`src/rtl/core/gbts_pkg.sv`:
```
package gbts_pkg;

   localparam int OP_W    = 3;
   localparam int BYTE_W  = 8;
   localparam int FIELD_W = 11;
   localparam int STAT_W  = 2;

   localparam logic [OP_W-1:0] OP_INSERT     = 3'd0;
   localparam logic [OP_W-1:0] OP_DELETE     = 3'd1;
   localparam logic [OP_W-1:0] OP_MOVE_LEFT  = 3'd2;
   localparam logic [OP_W-1:0] OP_MOVE_RIGHT = 3'd3;
   localparam logic [OP_W-1:0] OP_MOVE_TO    = 3'd4;
   localparam logic [OP_W-1:0] OP_READ       = 3'd5;

   localparam logic [STAT_W-1:0] ST_OK    = 2'd0;
   localparam logic [STAT_W-1:0] ST_FULL  = 2'd1;
   localparam logic [STAT_W-1:0] ST_RANGE = 2'd2;

   typedef struct packed {
      logic load;
      logic prep;
      logic clamp;
      logic step;
      logic exec;
      logic finish;
   } dp_cmd_type;

   typedef struct packed {
      logic [OP_W-1:0] opcode;
      logic            count_zero;
   } dp_stat_type;

endpackage

```
`src/rtl/core/gbts_ctrl.sv`:
```
module gbts_ctrl (
   input  logic                    clock,
   input  logic                    reset,
   input  logic                    req_valid,
   output logic                    req_ready,
   output logic                    rsp_valid,
   input  logic                    rsp_ready,
   output gbts_pkg::dp_cmd_type    cmd,
   input  gbts_pkg::dp_stat_type   stat
);

   localparam logic [2:0] S_IDLE  = 3'd0;
   localparam logic [2:0] S_PREP  = 3'd1;
   localparam logic [2:0] S_CLAMP = 3'd2;
   localparam logic [2:0] S_MOVE  = 3'd3;
   localparam logic [2:0] S_EXEC  = 3'd4;
   localparam logic [2:0] S_DRAIN = 3'd5;

   logic [2:0] state_ff, state_in;
   logic       rsp_valid_ff, rsp_valid_in;
   logic       out_free;
   logic       is_move;

   assign is_move = (stat.opcode == gbts_pkg::OP_MOVE_LEFT) ||
                    (stat.opcode == gbts_pkg::OP_MOVE_RIGHT) ||
                    (stat.opcode == gbts_pkg::OP_MOVE_TO);
   assign out_free = !rsp_valid_ff || rsp_ready;

   always_comb begin
      state_in     = state_ff;
      rsp_valid_in = rsp_valid_ff && !rsp_ready;
      cmd          = '0;
      req_ready    = 1'b0;
      unique case (state_ff)
         S_IDLE: begin
            req_ready = 1'b1;
            if (req_valid) begin
               cmd.load = 1'b1;
               state_in = S_PREP;
            end
         end
         S_PREP: begin
            cmd.prep = 1'b1;
            state_in = S_CLAMP;
         end
         S_CLAMP: begin
            cmd.clamp = 1'b1;
            state_in  = is_move ? S_MOVE : S_EXEC;
         end
         S_MOVE: begin
            if (stat.count_zero) begin
               state_in = S_DRAIN;
            end else begin
               cmd.step = 1'b1;
            end
         end
         S_EXEC: begin
            cmd.exec = 1'b1;
            state_in = S_DRAIN;
         end
         S_DRAIN: begin
            // hold the word until the output register is free
            if (out_free) begin
               cmd.finish   = 1'b1;
               rsp_valid_in = 1'b1;
               state_in     = S_IDLE;
            end
         end
         default: begin
            state_in = S_IDLE;
         end
      endcase
   end

   always_ff @(posedge clock) begin
      if (reset) begin
         state_ff     <= S_IDLE;
         rsp_valid_ff <= 1'b0;
      end else begin
         state_ff     <= state_in;
         rsp_valid_ff <= rsp_valid_in;
      end
   end

   assign rsp_valid = rsp_valid_ff;

endmodule

```
`config.mk`:
```
export PLATFORM = sky130hd
export DESIGN_NAME = gbts_ctrl
export DESIGN_NICKNAME = d
export VERILOG_FILES = /design/src/rtl/core/gbts_pkg.sv /design/src/rtl/core/gbts_ctrl.sv
export SDC_FILE = /design/constraint.sdc
export NUM_CORES = 1
export LEC_CHECK = 0
export ABC_AREA = 1
export BUFFER_PORTS_ARGS = -buffer_cell sky130_fd_sc_hd__buf_4
export CAP_MARGIN = 0
export CORE_AREA = 3 3 40 42
export CTS_CLUSTER_SIZE = 14
export DETAILED_ROUTE_END_ITERATION = 6
export DIE_AREA = 0 0 43 45
export HOLD_SLACK_MARGIN = 0.02
export PLACE_DENSITY = 0.44
export SYNTH_ARGS = -nofsm -noshare
export SYNTH_HDL_FRONTEND = slang
export SYNTH_SLANG_ARGS = --single-unit
```
`constraint.sdc`:
```
create_clock -name clock -period 1.5 [get_ports clock]
set_clock_uncertainty 0.1 [all_clocks]
set_input_delay 0.15 -clock clock [delete_from_list [all_inputs] [get_ports clock]]
set_output_delay 0.15 -clock clock [all_outputs]
set_load 0.01 [all_outputs]
```
## Word-level counts from Yosys, hierarchy flattened

Cells that the tools add are included.

| word-level totals | value |
|---|---|
| flip-flop bits (word level) | 4 |
| input port bits | 8 |
| output and inout port bits | 8 |
| logic and storage cells | 38 |

| cells by class | value |
|---|---|
| equality and inequality tests | 11 |
| mux-type cells | 17 |
| reductions and logical operators | 8 |

Operators with widths:

| kind | number |
|---|---|
| 3-bit one-hot mux with 6 select lines | 1 |
| 3-bit by 2-bit equality test with 1-bit output, second input constant | 4 |
| 1-bit two-way mux | 12 |
| 3-bit two-way mux | 4 |
| 3-bit equality test, second input constant | 3 |
| 2-bit != test, second input constant | 3 |
| 3-bit by 1-bit equality test with 1-bit output, second input constant | 1 |
| 3-bit zero test | 1 |
| 1-bit logical OR | 3 |
| 3-bit AND reduction | 1 |
| 1-bit zero test | 2 |
| 1-bit logical AND | 1 |

## Depth between registers and ports, before layout

| logic depth | value |
|---|---|
| word-level depth | 5 |
| gate-level depth with buffers | 7 |
| depth with buffers taken out | 7 |

## Worst setup path before layout

OpenSTA, ideal clock, no wires.

| path | value |
|---|---|
| kind | register to register |
| start point | register state_ff[2] |
| end point | register state_ff[2] |
| library setup time | 0.066 ns |
| data arrival time | 0.925 ns |
| required time | 1.334 ns |
| setup slack | 0.409 ns |
| cell stages (with the launch flop) | 8 |
| buffers on the path | 0 |
| clock period less this slack | 1.091 ns |
| path through | dfxtp_1 inv_2 nand2_1 nor2_2 nand3_1 nand2_1 nand2_1 a21oi_2 |

| between the ends | value |
|---|---|
| cells in the longest elaborated chain, start to end | 3 |
| elaborated cells on any way between the ends | 11 |
| classes of those cells | eq/ne (8); mux (1); reduce/logical (2) |

Ends and longest elaborated chain:

| item | RTL line | text |
|---|---|---|
| from (decl) | gbts_ctrl.sv:19 | `logic [2:0] state_ff, state_in;` |
| from (signal assigned) | gbts_ctrl.sv:80 | `state_ff <= state_in;` |
| 3-bit equality test (tied with other cells) | gbts_ctrl.sv:34 | `unique case (state_ff)` |
| 2-bit != test (no line) | - |  |
| 3-bit AND reduction (no line) | - |  |

Parallel ways exist; a longest one is shown, timed or not.
A chain may end at the register's enable or synchronous reset.

==> run metrics <==
largest net degree at the start of global routing=7; share of layout cells above drive strength 1=0.3194; crit path time final=1.352 ns; final setup vio count=0; reg-to-reg slack, setup=0.28 ns; Area contributors post-synth=dfxtp_1 28%, nand2_1 21%, inv_1 13%, nor2_1 9.1%, nand3_1 8.7%; non-filler instance count after layout=87; setup TNS=0 ns; total track usage=0.08486; Hold WC Path Type=input pin to flip-flop; Routed Antenna Nets=0; most common cell after layout, fill and taps aside=nand2_1; number of core rows=13; latest clock arrival within the worst-skew pair=0.23 ns; Hold Startpoint=rsp_ready; drt pass-1 iters=3; CP required=1.25 ns; peak fanout along the critical path=6; grt total ovfl=0; DR WL/cell=7.931 um; max frequency=739.5 MHz; Clock Tree Buf Depth=2; CP Launch Type=flip-flop; mean post-synth cell area=5.430 um2; r2r endpoint=state_ff[0]$_SDFFE_PP0P_; Num CTS Buffers=3; Peak VDD IR=478.5 uV; first-pass GRT wire length=1.235 mm; Reg2Reg Depth=5; CTS root buf=clkbuf_4; r2r startpoint=state_ff[0]$_SDFFE_PP0P_; Crit Path Class=flip-flop to output pin; Final Hold Fails=0; vias in the first global route=317; DRC viols=0; Power, Total=0.0004760 W; routed via count=~340; die height=45 um; leak pwr=0.2647 nW; actual slew at the worst max-slew pin=roughly 0.22 ns; clk slew on worst S/H paths=0.04 ns; CP arrival=1.10 ns; NumNets Final=82; Initial DRC Count=2; drt total wl=690 um; Starting Density=0.2240; I/O pins=16; Synthesized Nets=61; Setup Fix Bufs, Post-CTS=0; Seq/Total Area, Yosys=0.2783; H-tree levels=1; PD cells=1048 nW/um2; antenna cells=0; initial antenna violation count=0; CP endpoint kind=output pin; library cells used by synthesis=12; final setup margin=0.1478 ns; Post-DP HPWL=586.8 um; area fraction of the dominant cell type after synthesis=0.2783; total die area=1935 um2; RD Place Congestion=0.7327; dpl cells=83; Placement Setup Slack=0.3084 ns; placed cell areas=419.2 um2; Sink Count=4; Post-Syn Area=~290 um2; Worst Hold Depth=4; Core ar.=around 1300 um2; CTS tree=built; Ys Warns=0; Synth Instances=53; vias per inst=3.954; port buffer count=15; outcome=finished clean; commonest non-fill, non-tap cells in the layout=16 x nand2_1, 15 x buf_4, 10 x inv_1; fin crit share=0.9015; Max-Cap Viols=0; unrepaired setup endpoints after global routing=false; Layout area overhead=57.83%; Finished Cell Area=454.2 um2; flops & latches, synth=4; Synth area leader=dfxtp_1; Die Wd=43 um; Slew Limit Fails=0; Worst Hold End=rsp_valid$_SDFF_PP0_; Worst slew margin=0.8517
flip-flops by register name (all words and copies together) (netlist names):
| name | count |
|---|---|
| state_ff | 3 |
| rsp_valid | 1 |
worst max-delay path by stage:
stage / start / end / slack (ns) / cells past startpoint
3_5_place_dp: state_ff[0]$_SDFFE_PP0P_ / state_ff[0]$_SDFFE_PP0P_ / 0.31 / 5
4_1_cts: state_ff[0]$_SDFFE_PP0P_ / cmd[5] / 0.11 / 4
3_3_place_gp: state_ff[0]$_SDFFE_PP0P_ / state_ff[0]$_SDFFE_PP0P_ / 0.28 / 5
2_1_floorplan: state_ff[2]$_SDFFE_PP0P_ / state_ff[2]$_SDFFE_PP0P_ / 0.41 / 7
5_1_grt: state_ff[0]$_SDFFE_PP0P_ / cmd[2] / 0.05 / 5
6_report: state_ff[0]$_SDFFE_PP0P_ / cmd[0] / 0.15 / 3
worst max-delay path, stage by stage (launching register included):
cell and delay [ns]:
dfxtp_1 0.43, nand3_1 0.16, a21oi_1 0.15, buf_4 0.14
per-layer routing:
layer | vias up | global-route usage | wire length, um
met5 | - | 0 | 0
met4 | 0 | 0.07229 | 0
met3 | 0 | 0.01195 | 26
met2 | 5 | 0.1257 | 334
met1 | 141 | 0.1082 | 328
li1 | 198 | - | -
what timing repair did:
item / 4_1_cts / 5_1_grt
hold buffers: 1 / 0
endpoints found under the hold margin: 3 / 0
resized for setup: 0 / 1
setup endpoints to repair: 0 / 1
per-stage QoR:
stage	hold WS [ns]	utilization
6_report	0.1081	0.3535
5_1_grt	0.1470	0.3535
4_1_cts	0.1005	0.3515
3_5_place_dp	0.2389	0.3262
3_3_place_gp	0.2378	0.3262
2_1_floorplan	0.1124	-
Yosys cell counts:
master and instances:
clkinv_1 1, nor2_2 1, dfxtp_1 4, nand2_1 16, o21bai_1 1, a21oi_2 1, o21ai_1 1, inv_2 2
inv_1 10, nand3_1 5, nor2_1 7, a21oi_1 4
where the power goes:
group          internal, W  switching (W)
Sequential        0.000122      0.0000228
Clock            0.0000893      0.0000415
Combinational    0.0000959       0.000104
layout make-up:
cell class / instances / area (um2)
Multi-Input combinational cell: 36 / 161.4
Inverter: 13 / 48.80
Tap cell: 15 / 18.77
Timing Repair Buffer: 16 / 122.6
Clock buffer: 3 / 22.52
Fill cell: 148 / 830.8
Sequential cell: 4 / 80.08
logic make-up after synthesis:
family	after synthesis	synth area share
AND/OR/NAND/NOR	29	0.4087
AO/OA/AOI/OAI	7	0.1435
buffers and inverters	13	0.1696
flip-flops	4	0.2783
(Power assumes the default switching activity.)
